File: src/rtl/core/chs_pkg.sv
`timescale 1ns / 1ps
// ----------------------------------------------------------------------------
// chs_pkg
// Shared types and constants for the chained hash set block.
// ----------------------------------------------------------------------------
package chs_pkg;

    localparam int MAX_BUCKETS_DEF = 64;
    localparam int WAYS_DEF        = 4;

    localparam int KEY_W     = 32;
    localparam int CNT_W     = 7;
    localparam int IDX_OUT_W = 6;
    localparam int OUT_W     = 8;

    localparam logic [CNT_W-1:0] CNT_RESET = 7'd10;

    localparam logic FUNC_LOOKUP = 1'b0;
    localparam logic FUNC_INSERT = 1'b1;

    // Table port strobes issued by the sequencer
    typedef struct packed {
        logic fill_rd;
        logic fill_wr;
        logic slot_rd;
        logic slot_wr;
    } tbl_ctrl_t;

endpackage

File: src/rtl/core/chs_divider.sv
`timescale 1ns / 1ps
// ----------------------------------------------------------------------------
// chs_divider
// Bit-serial restoring remainder of a 32-bit key by a 7-bit bucket count.
// ----------------------------------------------------------------------------
module chs_divider
    import chs_pkg::*;
(
    input  logic             clk,
    input  logic             rst_n,
    input  logic             start,
    input  logic [KEY_W-1:0] dividend,
    input  logic [CNT_W-1:0] divisor,
    output logic             done,
    output logic [CNT_W-1:0] remainder
);

    localparam int STEP_W = $clog2(KEY_W);

    logic              busy_reg;
    logic              done_reg;
    logic [STEP_W-1:0] step_reg;
    logic [KEY_W-1:0]  dvd_reg;
    logic [CNT_W-1:0]  div_reg;
    logic [CNT_W-1:0]  rem_reg;
    logic [CNT_W:0]    trial;
    logic [CNT_W:0]    diff;
    logic [CNT_W-1:0]  rem_next;

    // One quotient bit per cycle: shift in, subtract when it fits
    always_comb
    begin
        trial = {rem_reg, dvd_reg[KEY_W-1]};
        diff  = trial - {1'b0, div_reg};
        if (trial >= {1'b0, div_reg})
        begin
            rem_next = diff[CNT_W-1:0];
        end
        else
        begin
            rem_next = trial[CNT_W-1:0];
        end
    end

    always_ff @(posedge clk or negedge rst_n)
    begin
        if (!rst_n)
        begin
            busy_reg <= 1'b0;
            done_reg <= 1'b0;
            step_reg <= '0;
        end
        else
        begin
            done_reg <= 1'b0;
            if (start)
            begin
                busy_reg <= 1'b1;
                step_reg <= '0;
            end
            else if (busy_reg)
            begin
                step_reg <= step_reg + 1'b1;
                if (step_reg == STEP_W'(KEY_W - 1))
                begin
                    busy_reg <= 1'b0;
                    done_reg <= 1'b1;
                end
            end
        end
    end

    always_ff @(posedge clk)
    begin
        if (start)
        begin
            dvd_reg <= dividend;
            div_reg <= divisor;
            rem_reg <= '0;
        end
        else if (busy_reg)
        begin
            dvd_reg <= {dvd_reg[KEY_W-2:0], 1'b0};
            rem_reg <= rem_next;
        end
    end

    assign done      = done_reg;
    assign remainder = rem_reg;

endmodule

File: config.mk
export PLATFORM = sky130hd
export DESIGN_NAME = chs_divider
export DESIGN_NICKNAME = d
export VERILOG_FILES = /design/src/rtl/core/chs_pkg.sv /design/src/rtl/core/chs_divider.sv
export SDC_FILE = /design/constraint.sdc
export NUM_CORES = 1
export LEC_CHECK = 0
export BUFFER_PORTS_ARGS = -buffer_cell sky130_fd_sc_hd__buf_2
export CAP_MARGIN = 10
export CORE_MARGIN = 3
export CORE_UTILIZATION = 46
export CTS_BUF_LIST = sky130_fd_sc_hd__clkbuf_8
export DETAILED_ROUTE_END_ITERATION = 10
export HOLD_SLACK_MARGIN = 0.08
export PLACE_DENSITY = 0.78
export SLEW_MARGIN = 20
export SYNTH_ARGS = -nofsm -noshare
export SYNTH_HDL_FRONTEND = slang
export SYNTH_SLANG_ARGS = --single-unit
File: constraint.sdc
create_clock -name clk -period 2.4 [get_ports clk]
set_clock_uncertainty 0.1 [all_clocks]
set_input_delay 0.12 -clock clk [delete_from_list [all_inputs] [get_ports clk]]
set_output_delay 0.12 -clock clk [all_outputs]
set_load 0.01 [all_outputs]
After elaboration in Yosys (flattened, before gate mapping) --
Cells that the tools add are included.
Operators by class: $add $sub $neg 2, $lt $le $gt $ge 1, eq/ne operators 1, mux-type cells 11, reduce and logical (&&, ||, !) cells 1
Operator list (number):
- $mux W32 | 2
- $mux W5 | 2
- $ge A8 B7 Y1 | 1
- $mux W7 | 1
- $sub A7 B7 Y7 | 1
- $mux W1 | 6
- $add A5 B1 Y5 const B | 1
- $eq A5 B5 Y1 const B | 1
- $reduce_bool A2 Y1 | 1
Word-level totals: bits in registers 53, input bits 42, output and inout bits 8, word-level logic and storage cells 22

Depth between registers and ports, before layout --
Gate-level depths: netlist (run 1).
depth in word-level cells 4, depth in mapped cells 8, mapped depth without buffers 8

Worst setup path before layout (run 1) --
OpenSTA, ideal clock, no wires.
kind register to register, from register dvd_reg[31], to register rem_reg[2] (netlist: remainder[2]), library setup time 0.095 ns, arrival time 1.775 ns, data required time 2.205 ns, setup slack 0.430 ns, stages on the path, launching flop included 9, buffers on the path 0, period minus slack after synthesis 1.970 ns, cell sequence edfxtp_1 inv_1 ha_1 inv_1 fa_1 nand3_1 a31oi_1 or4_1 o311ai_1
On the way: longest elaborated chain between the ends 2, elaborated cells on any way between the ends 3, those cells by class 1 x add/sub; 1 x order compare; 1 x mux
Ends and longest elaborated chain:
- from (decl) | line chs_divider.sv:23 | logic [KEY_W-1:0] dvd_reg;
- from (signal assigned) | line chs_divider.sv:77 | dvd_reg <= dividend;
- from (signal assigned) | line chs_divider.sv:83 | dvd_reg <= {dvd_reg[KEY_W-2:0], 1'b0};
- $sub A7 B7 Y7 / $ge A8 B7 Y1 (equally long branches) | line chs_divider.sv:34, chs_divider.sv:35
- $mux W7 (*) | line chs_divider.sv:35 | if (trial >= {1'b0, div_reg})
- to (signal assigned) | line chs_divider.sv:84 | rem_reg <= rem_next;
- to (decl) | line chs_divider.sv:25 | logic [CNT_W-1:0] rem_reg;
Every way passes the cells marked *; elsewhere a longest branch is shown, timed or not. A chain may end at the register's enable or synchronous reset.

Worst setup path in the final report (run 1) --
Same ends and word-level chain as after synthesis.

==> metrics.txt, run 1 <==
RePlAce Congestion 0.907; num ports 50; H-tree depth 2; Ys Warns 0; max reg flops 32; commonest register cell after synthesis edfxtp_1; Vias/cell 5.18; ys async rst share 13.2%; final worst path period share 88.2%; Power Density 751 nW/um2; initial antenna violation count 0; Rows 26; placed cell areas 2930 um2; final instance area 3440 um2; RSZ-0062 raised after global routing no; Sw Pwr 808 uW; cell area after synthesis 2620 um2; Logic pwr share 32.8%; Yosys top cell area share 44.7%; grt ovf 0; normalized max-slew margin 48.9%; layout cells sized above 1 33.6%; worst path arrival time 2.24 ns; CTS Sinks 53; Commonest cells post-synth 39 x edfxtp_1, 31 x mux2_2, 13 x nor2_1; maximum VDD drop 0.360 mV; first-pass GRT wire length 9090 um; slowest stage delay, CP 0.48 ns; TritonCTS clock tree yes; area of the multi-input gates 1030 um2; Pint 1780 uW; detailed placement HPWL 3240 um; HP Class primary input to flop; setup TNS 0 ns; Max-Cap Viols 0; Final setup viols 0; Critical Path End Type flop; ANT nets after route 0; critical-path cell list inv_1 -> ha_1 -> inv_1 -> fa_1 -> nand3_1 -> a31oi_1 -> or4_1 -> o311ai_1; status complete, no violations; Setup crit start kind flop; Die Width 81.4 um; hold_sp start; final worst path period need 2.12 ns; Layout area overhead 31.5%; drt wl/cell 15.0 um; post-synth cell types 46; clock share of power 21.2%; CTS max path bufs 2; Slew @ Worst Pin 0.767 ns; Req. time, crit path 2.52 ns; total CTS buffers 5; vias in the first global route 1,866; final cell count without fillers 359; PortBufs 49; GRT Util Overall 18.2%; Core Area 5300 um2; area leader, netlist edfxtp_1; Placed Cells 310; initial DRC count 61; Seq/Total Area, Yosys 56.8%; Gate Count Post-Synth 199; Register Area 1490 um2; diode count 0; Vias 1,861; Pins Over Slew Limit 0; R2R cell count 8; DRC 0; mean post-synth cell area 13.2 um2; clk root buf clkbuf_8; critical path's most frequent cell inv_1; Hold Path End step_reg[1]; Leak 0.00145 uW; syn nets 251; critical path's slowest cell or4_1; maximum clock frequency 0.472 GHz; drt pass-1 iters 4; Worst R2R End remainder[2]; largest net degree at the start of global routing 43; FILL cells 403; count leader, synth edfxtp_1; clk_lat worst skew 0.31 ns; total wire length 5370 um; number of flops mapped to enable cells by yosys 39; Worst R2R Start dvd_reg[31]; Switching Fraction 31.3%; critical-path maximum fanout 4; nets 340; largest cells by area after synthesis edfxtp_1 45%, mux2_2 13%, dfrtp_1 6.7%; Synth Register Bits 53; starting density of the core 49.4%; CP Class flop to flop; r2r setup slk 0.28 ns; Final Hold Fails 0; post-CTS sizing 0; Die Ht 81.4 um; die area 6630 um2; sequential share of power 46.0%; hold depth 2; CTS clk-pin slew, worst paths 0.10 ns
==> kinds of logic after synthesis <==
group	synth area share (%)
AOI/OAI and AO/OA	8.08
muxes	14.1
xor gates and xnor gates	2.01
and+or+nand+nor	10.2
DFF	56.8
adders and majority gates	5.07
buffers and inverters	3.73
==> layout by cell type (no fill, tap or decap), drive strengths merged, types with 7 or more instances in the layout <==
cell	count
dfxtp	7
dlygate4sd3	41
dfrtp	7
edfxtp	39
mux2	31
ha	9
inv	11
nor3b	7
buf	51
nor2	13
nand2	8
==> stage by stage <==
stage | util (%) | hold slack, ns | power (uW) | worst slack (ns)
2_1_floorplan | - | -0.276 | 1800 | 0.430
3_3_place_gp | 55.3 | -0.140 | 1970 | 0.375
6_report | 64.9 | 0.143 | 2580 | 0.282
5_1_grt | 64.9 | 0.173 | 2750 | 0.112
3_5_place_dp | 55.3 | -0.137 | 2000 | 0.304
4_1_cts | 64.9 | 0.136 | 2600 | 0.285
==> power by group through the flow <==
stage | clock [uW] | sequential [uW] | combinational [uW]
after global placement | 0 | 1200 | 771
after global routing | 594 | 1210 | 951
after CTS | 570 | 1190 | 845
after detailed placement | 0 | 1210 | 789
final | 548 | 1190 | 848
after floorplan | 0 | 1210 | 589
==> worst max-delay path, delay by kind of cell, from the launching register on <==
| family | cells | cell delay (ns) |
|---|---|---|
| fa+ha+maj | 2 | 0.55 |
| simple gates | 2 | 0.63 |
| compound gates | 2 | 0.21 |
| buf+inv | 2 | 0.12 |
| flops | 1 | 0.41 |
==> layout make-up <==
class / count / share of cell area (%)
Timing Repair Buffer: 92 / 20.2
Inverter: 10 / 1.09
Sequential cell: 53 / 43.2
Tap cell: 70 / 2.55
Multi-Input combinational cell: 126 / 30.0
Clock buffer: 6 / 2.40
Clock inverter: 2 / 0.509
==> metal layers <==
| layer | wire length, um | GRT usage [%] | up-vias |
|---|---|---|---|
| li1 | - | - | 919 |
| met1 | 2280 | 23.0 | 880 |
| met2 | 2760 | 30.2 | 52 |
| met3 | 240 | 3.84 | 10 |
| met4 | 87 | 7.60 | 0 |
| met5 | 0 | 0 | - |
==> repair_timing <==
item	in CTS	in global routing
setup buffers	0	0
hold buffers	41	0
hold endpoints to repair	46	0
==> worst max-delay path by stage <==
stage                startpoint           end  slack (ns)  cells past startpoint
floorplan           dvd_reg[31]  remainder[2]        0.43                      8
global placement    dvd_reg[31]  remainder[2]        0.37                      8
detailed placement  dvd_reg[31]  remainder[2]        0.30                      8
CTS                 dvd_reg[31]  remainder[2]        0.29                      8
global route        dvd_reg[31]  remainder[2]        0.11                      8
finish              dvd_reg[31]  remainder[2]        0.28                      8
No activity file was read; power rests on OpenSTA's default activity.
==> run 2: changes to the inputs <==
CORE_UTILIZATION = 30   (was 46)
GPL_TIMING_DRIVEN = 0   (was not set)
PLACE_DENSITY = 0.59   (was 0.78)
==> run 2 against run 1 <==
Effect of this change:
- utilization fell by 23 points
- setup slack got worse by 0.060 ns
- count of clock-buffer cells in the layout did not move
- via count rose by 1.9%
- fmax fell by 2.7%
- total power fell by 0.10%
- sequential cell count did not move
- critical endpoint unchanged
- sequential power barely moved
- critical path depth did not move
- worst hold slack improved by 0.28 ns
- first-iteration DRC count rose by 38%
- combinational power rose by 3.1%
==> metrics.txt, run 2 (same netlist as run 1, synthesis figures left out) <==
status complete, no violations; Power, Total 2580 uW (-0.10%); Worst R2R Start dvd_reg[31]; r2r setup slk 0.22 ns (-0.06 ns); die area 9880 um2 (+49%); commonest non-fill, non-tap cells in the layout 51 x buf_2, 43 x dlygate4sd3_1, 39 x edfxtp_1; total wire length 5530 um (+3.0%); normalized max-slew margin 69.8% (+21 points); Rows 33 (+27%); initial DRC count 84 (+38%); diode count 0 (unchanged); Pint 1780 uW (+0.44%); GRT Util Overall 11.5% (-6.6 points); nets 350 (+2.9%); setup TNS 0 ns (unchanged); critical-path maximum fanout 4 (unchanged); Hold Path End div_reg[5]; CTS Sinks 53 (unchanged); maximum clock frequency 0.459 GHz (-2.7%); Critical Path End Type flop; first-pass GRT wire length 9200 um (+1.2%); R2R cell count 8 (unchanged); drt wl/cell 13.7 um (-8.5%); drt pass-1 iters 4 (unchanged); critical-path cell list inv_1 -> ha_1 -> inv_1 -> fa_1 -> nand3_1 -> a31oi_1 -> or4_1 -> o311ai_1; Logic pwr share 33.8% (+1.0 points); clk_lat worst skew 0.30 ns (about the same); critical path's most frequent cell inv_1; ANT nets after route 0 (unchanged); worst path bufs/invs 2 (unchanged); PortBufs 49 (unchanged); commonest non-fill, non-tap cell in the layout buf_2; Setup crit start kind flop; Req. time, crit path 2.52 ns (about the same); Leak 0.00148 uW (+1.8%); Pins Over Slew Limit 0 (unchanged); RSZ-0062 raised after global routing no; critical path's slowest cell or4_1; H-tree depth 2 (unchanged); TritonCTS clock tree yes; Die Width 99.4 um (+22%); FILL cells 780 (+94%); clk root buf clkbuf_8; slowest stage delay, CP 0.49 ns (about the same); final worst path period need 2.18 ns (+0.0598 ns); total CTS buffers 5 (unchanged); worst hold slack 0.420 ns (+0.277 ns); worst path arrival time 2.29 ns (+0.05 ns); Layout area overhead 34.4%; Die Ht 99.4 um (+22%); CTS max path bufs 2 (unchanged); Switching Fraction 30.9% (-0.37 points); cell family with most CP delay simple AND/OR/NAND/NOR gates; Core Area 8340 um2 (+57%); Max-Cap Viols 0 (unchanged); clock share of power 20.0% (-1.2 points); Slew @ Worst Pin 0.453 ns (-0.314 ns); sequential share of power 46.2% (+0.2 points); CP Class flop to flop; grt ovf 0 (unchanged); Sw Pwr 798 uW (-1.3%); num ports 50 (unchanged); Post-CTS Setup Repair Bufs 0 (unchanged); starting density of the core 31.4% (-18 points); Final setup viols 0 (unchanged); initial antenna violation count 0 (unchanged); detailed placement HPWL 3770 um (+16%); Vias 1,896 (+1.9%); DRC 0 (unchanged); RePlAce Congestion 0.791 (-13%); Power Density 734 nW/um2 (-2.3%); HP Class primary input to flop; Worst R2R End remainder[2]; hold depth 2 (unchanged); vias in the first global route 1,945 (+4.2%); Vias/cell 4.69 (-9.5%); largest net degree at the start of global routing 33 (-23%); max reg flops 32 (unchanged); final worst path period share 90.7% (+2.5 points); Final Hold Fails 0 (unchanged); hold_sp divisor[5]; layout cells sized above 1 33.4% (-0.12 points); CTS clk-pin slew, worst paths 0.10 ns (about the same); maximum VDD drop 0.330 mV (-8.3%)
run 2: cell types whose count changed in the layout (fill, tap and decap cells not counted), sizes merged:
cell / delta
buf: +4
clkbuf: +4
dlygate4sd3: +2
clkinv: -1
inv: +1
run 2: final cells by class:
cell class	instances	area [um2]	area share, %
flip-flops and latches	53	1490	42.3
repair buffers	92	676	19.2
plain buffers	10	60.1	1.71
clock buffers	6	82.6	2.35
inverters	10	37.5	1.07
well taps	105	131	3.74
clock inverters	2	7.51	0.213
multi-input cells	126	1040	29.5
run 2: layer usage:
layer	global-route usage, %	part of all wire (%)
met1	14.8	45
met2	19.4	49
met3	2.73	5.3
met4	3.47	0.61
met5	0	0
run 2: worst max path at each step:
stage,cells past startpoint,end,slack [ns],start
3_5_place_dp,5,dvd_reg[23],0.21,start
3_3_place_gp,5,dvd_reg[11],0.21,start
5_1_grt,8,remainder[2],0.07,dvd_reg[31]
4_1_cts,6,dvd_reg[23],0.07,start
6_report,8,remainder[2],0.22,dvd_reg[31]
2_1_floorplan,8,remainder[2],0.43,dvd_reg[31]
run 2: power by group through the flow:
stage	logic, uW	clock network [uW]	registers [uW]
after floorplan	589	0	1210
after global placement	808	0	1220
after detailed placement	815	0	1220
after CTS	874	531	1200
after global routing	972	565	1210
final	874	517	1190
run 2: what timing repair did:
item | 4_1_cts | 5_1_grt
hold endpoints to repair | 50 | 0
hold buffers | 43 | 0
gates resized for setup | 0 | 1
setup endpoints to repair | 0 | 32
run 2: stage by stage:
| stage | cell area [um2] | std cells | setup slack (ns) | utilization [%] |
|---|---|---|---|---|
| final | 3520 | 404 | 0.222 | 42.2 |
| after global placement | 2990 | 353 | 0.213 | 35.9 |
| after global routing | 3520 | 404 | 0.0679 | 42.2 |
| after floorplan | 2620 | 199 | 0.430 | - |
| after detailed placement | 2990 | 353 | 0.210 | 35.9 |
| after CTS | 3510 | 404 | 0.0685 | 42.1 |
==> run 3: changes to the inputs <==
--- a/config.mk
+++ b/config.mk
@@ -7,2 +7,3 @@
 export LEC_CHECK = 0
+export ABC_AREA = 1
 export BUFFER_PORTS_ARGS = -buffer_cell sky130_fd_sc_hd__buf_2
--- a/constraint.sdc
+++ b/constraint.sdc
@@ -4,2 +4,2 @@
 set_output_delay 0.12 -clock clk [all_outputs]
-set_load 0.01 [all_outputs]
+set_load 0.005 [all_outputs]
==> run 3 against run 2 <==
Effect of this change:
- clock power is 20% higher
- cell count is 20% higher
- non-clock buffer count is 3 lower
- combinational power is 2% higher
- setup slack better by 0.21 ns
- largest power group unchanged
- highest routed layer unchanged
==> metrics.txt, run 3 <==
Vias/cell 4.20 (-11%); Pins Over Slew Limit 0 (unchanged); Seq/Total Area, Yosys 57.6% (+0.83 points); dpl ws 0.422 ns (+0.212 ns); critical-path maximum fanout 9 (+5); GRT Util Overall 11.9% (+0.41 points); ANT nets after route 0 (unchanged); RePlAce Congestion 0.766 (-3.2%); normalized max-slew margin 49.9% (-20 points); CP Class flop to flop; Slew @ Worst Pin 0.751 ns (+0.298 ns); max reg flops 32 (unchanged); H-tree depth 2 (unchanged); routed length on met2 2450 um (-10%); Final Hold Fails 0 (unchanged); die area 9750 um2 (-1.3%); slowest stage delay, CP 0.40 ns (-0.09 ns); commonest non-fill, non-tap cell in the layout nand2_1; final instance area 3500 um2 (-0.50%); diode count 0 (unchanged); Core Area 8300 um2 (-0.50%); clk root buf clkbuf_8; top sig layer met4; HP Class flop to flop; DRC 0 (unchanged); initial antenna violation count 0 (unchanged); num ports 50 (unchanged); cell area after synthesis 2580 um2 (-1.4%); Setup crit start kind flop; Req. time, crit path 2.51 ns (about the same); CTS clk-pin slew, worst paths 0.11 ns (about the same); Vias 2,041 (+7.6%); largest cells by area after synthesis edfxtp_1 45%, nand2_1 19%, dfrtp_1 6.8%; commonest non-fill, non-tap cells in the layout 128 x nand2_1, 53 x buf_2, 43 x dlygate4sd3_1; Die Ht 98.7 um (-0.67%); placed cell areas 2960 um2 (-1.3%); worst path bufs/invs 3 (+1); worst hold slack 0.407 ns (-0.0135 ns); RSZ-0062 raised after global routing no; Synth Register Bits 53 (unchanged); largest net degree at the start of global routing 37 (+12%); Layout area overhead 35.6%; Final setup viols 0 (unchanged); maximum clock frequency 0.507 GHz (+10%); Power Density 768 nW/um2 (+4.7%); Yosys top cell area share 45.4% (+0.65 points); syn nets 333 (+33%); grt ovf 0 (unchanged); total CTS buffers 5 (unchanged); CTS Sinks 53 (unchanged); TritonCTS clock tree yes; Post-CTS Setup Repair Bufs 0 (unchanged); critical path's slowest cell fa_1; clk_lat worst skew 0.31 ns (about the same); total wire length 5300 um (-4.2%); first-pass GRT wire length 9430 um (+2.6%); ys async rst share 13.2% (unchanged); maximum VDD drop 0.219 mV (-34%); critical-path cell list inv_1 -> ha_1 -> inv_2 -> fa_1 -> nand2_1 -> nand2_1 -> nand2_4 -> nand2_2 -> nand2_4 -> nand3_1 -> nand2_1 -> inv_1 -> nand2_1 -> nand2_1; post-synth cell types 30 (-35%); mean post-synth cell area 9.18 um2 (-30%); drt wl/cell 10.9 um (-20%); Ys Warns 0 (unchanged); post-CTS sizing 0 (unchanged); met3 WL 213 um (-27%); commonest register cell after synthesis edfxtp_1; setup TNS 0 ns (unchanged); final worst slack 0.428 ns (+0.205 ns); initial DRC count 97 (+15%); cell family with most CP delay simple AND/OR/NAND/NOR gates; Die Width 98.7 um (-0.67%); detailed placement HPWL 3660 um (-2.9%); Critical Path End Type flop; status complete, no violations; critical path's most frequent cell nand2_1; Gate Count Post-Synth 281 (+41%); vias in the first global route 2,020 (+3.9%); final worst path period need 1.97 ns (-0.205 ns); M1 wire length 2560 um (+3.4%); worst path arrival time 2.08 ns (-0.21 ns); Commonest cells post-synth 128 x nand2_1, 39 x edfxtp_1, 24 x inv_1; Rows 33 (unchanged); CTS max path bufs 2 (unchanged); Max-Cap Viols 0 (unchanged); count leader, synth nand2_1; nets 432 (+23%); drt pass-1 iters 4 (unchanged); final worst path period share 82.2% (-8.6 points); Leak 0.00172 uW (+17%); starting density of the core 31.1% (-0.30 points); layout cells sized above 1 19.4% (-14 points); number of flops mapped to enable cells by yosys 39 (unchanged); area leader, netlist edfxtp_1; PortBufs 49 (unchanged); cts hold-fix bufs 43 (unchanged)
==> run 3: cell count changes in the layout (fill, tap and decap cells not counted), moves of 5 or more <==
cell / previous run / this run
nand2_1: 8 / 128
inv_1: 12 / 24
inv_2: 0 / 5
o21ai_1: 0 / 6
mux2_2: 31 / 0
nor2_1: 13 / 5
nand3_1: 5 / 16
nor3b_1: 7 / 0
==> run 3: worst paths after layout <==
path / start / slack [ns] / cells after the start / endpoint
max: dvd_reg[31] / 0.43 / 14 / remainder[6]
min: remainder[4] / 0.41 / 2 / remainder[4]
max reg2reg: dvd_reg[31] / 0.43 / 14 / remainder[6]
min reg2reg: remainder[4] / 0.41 / 2 / remainder[4]
max in group asynchronous: rst_n / 0.86 / 4 / busy_reg
min in group asynchronous: rst_n / 0.60 / 3 / step_reg[3]
==> run 3: worst reg2reg max path: stages, from the launching register on <==
cell and delay [ns]:
edfxtp_1 0.38, inv_1 0.08, ha_1 0.16, inv_2 0.04
fa_1 0.40, nand2_1 0.08, nand2_1 0.10, nand2_4 0.08
nand2_2 0.06, nand2_4 0.12, nand3_1 0.08, nand2_1 0.06
inv_1 0.03, nand2_1 0.05, nand2_1 0.05
==> run 3: routing by layer <==
metal	up-vias	track usage [%]
met1	902	16.1
met5	-	0
li1	1097	-
met2	36	19.1
met4	0	4.41
met3	6	2.34
==> run 3: cell families after synthesis <==
logic type,synth area share (%)
and+or+nand+nor,28.0
DFF,57.6
buffers and inverters,5.58
AOI/OAI and AO/OA,2.96
adders and majority gates,5.14
xor gates and xnor gates,0.679
==> run 3: area by class of cell <==
type | count | area, um2
Multi-Input combinational cell | 191 | 950
Clock buffer | 5 | 68.8
Timing Repair Buffer | 92 | 676
Tap cell | 105 | 131
Sequential cell | 53 | 1490
Fill cell | 827 | 4800
Inverter | 30 | 113
Buffer | 7 | 31.3
Clock inverter | 3 | 43.8
==> run 3: metrics by stage <==
stage | instances | util, % | power (uW)
floorplan | 281 | - | 1820
global placement | 435 | 35.6 | 2030
detailed placement | 435 | 35.6 | 2040
CTS | 486 | 42.2 | 2720
global route | 486 | 42.2 | 2910
finish | 486 | 42.2 | 2690
==> run 3: where the power goes <==
| group | total (uW) | switching (uW) | internal (uW) |
|---|---|---|---|
| sequential | 1180 | 72.3 | 1110 |
| clock | 618 | 305 | 313 |
| combinational | 891 | 488 | 403 |
| total | 2690 | 866 | 1820 |
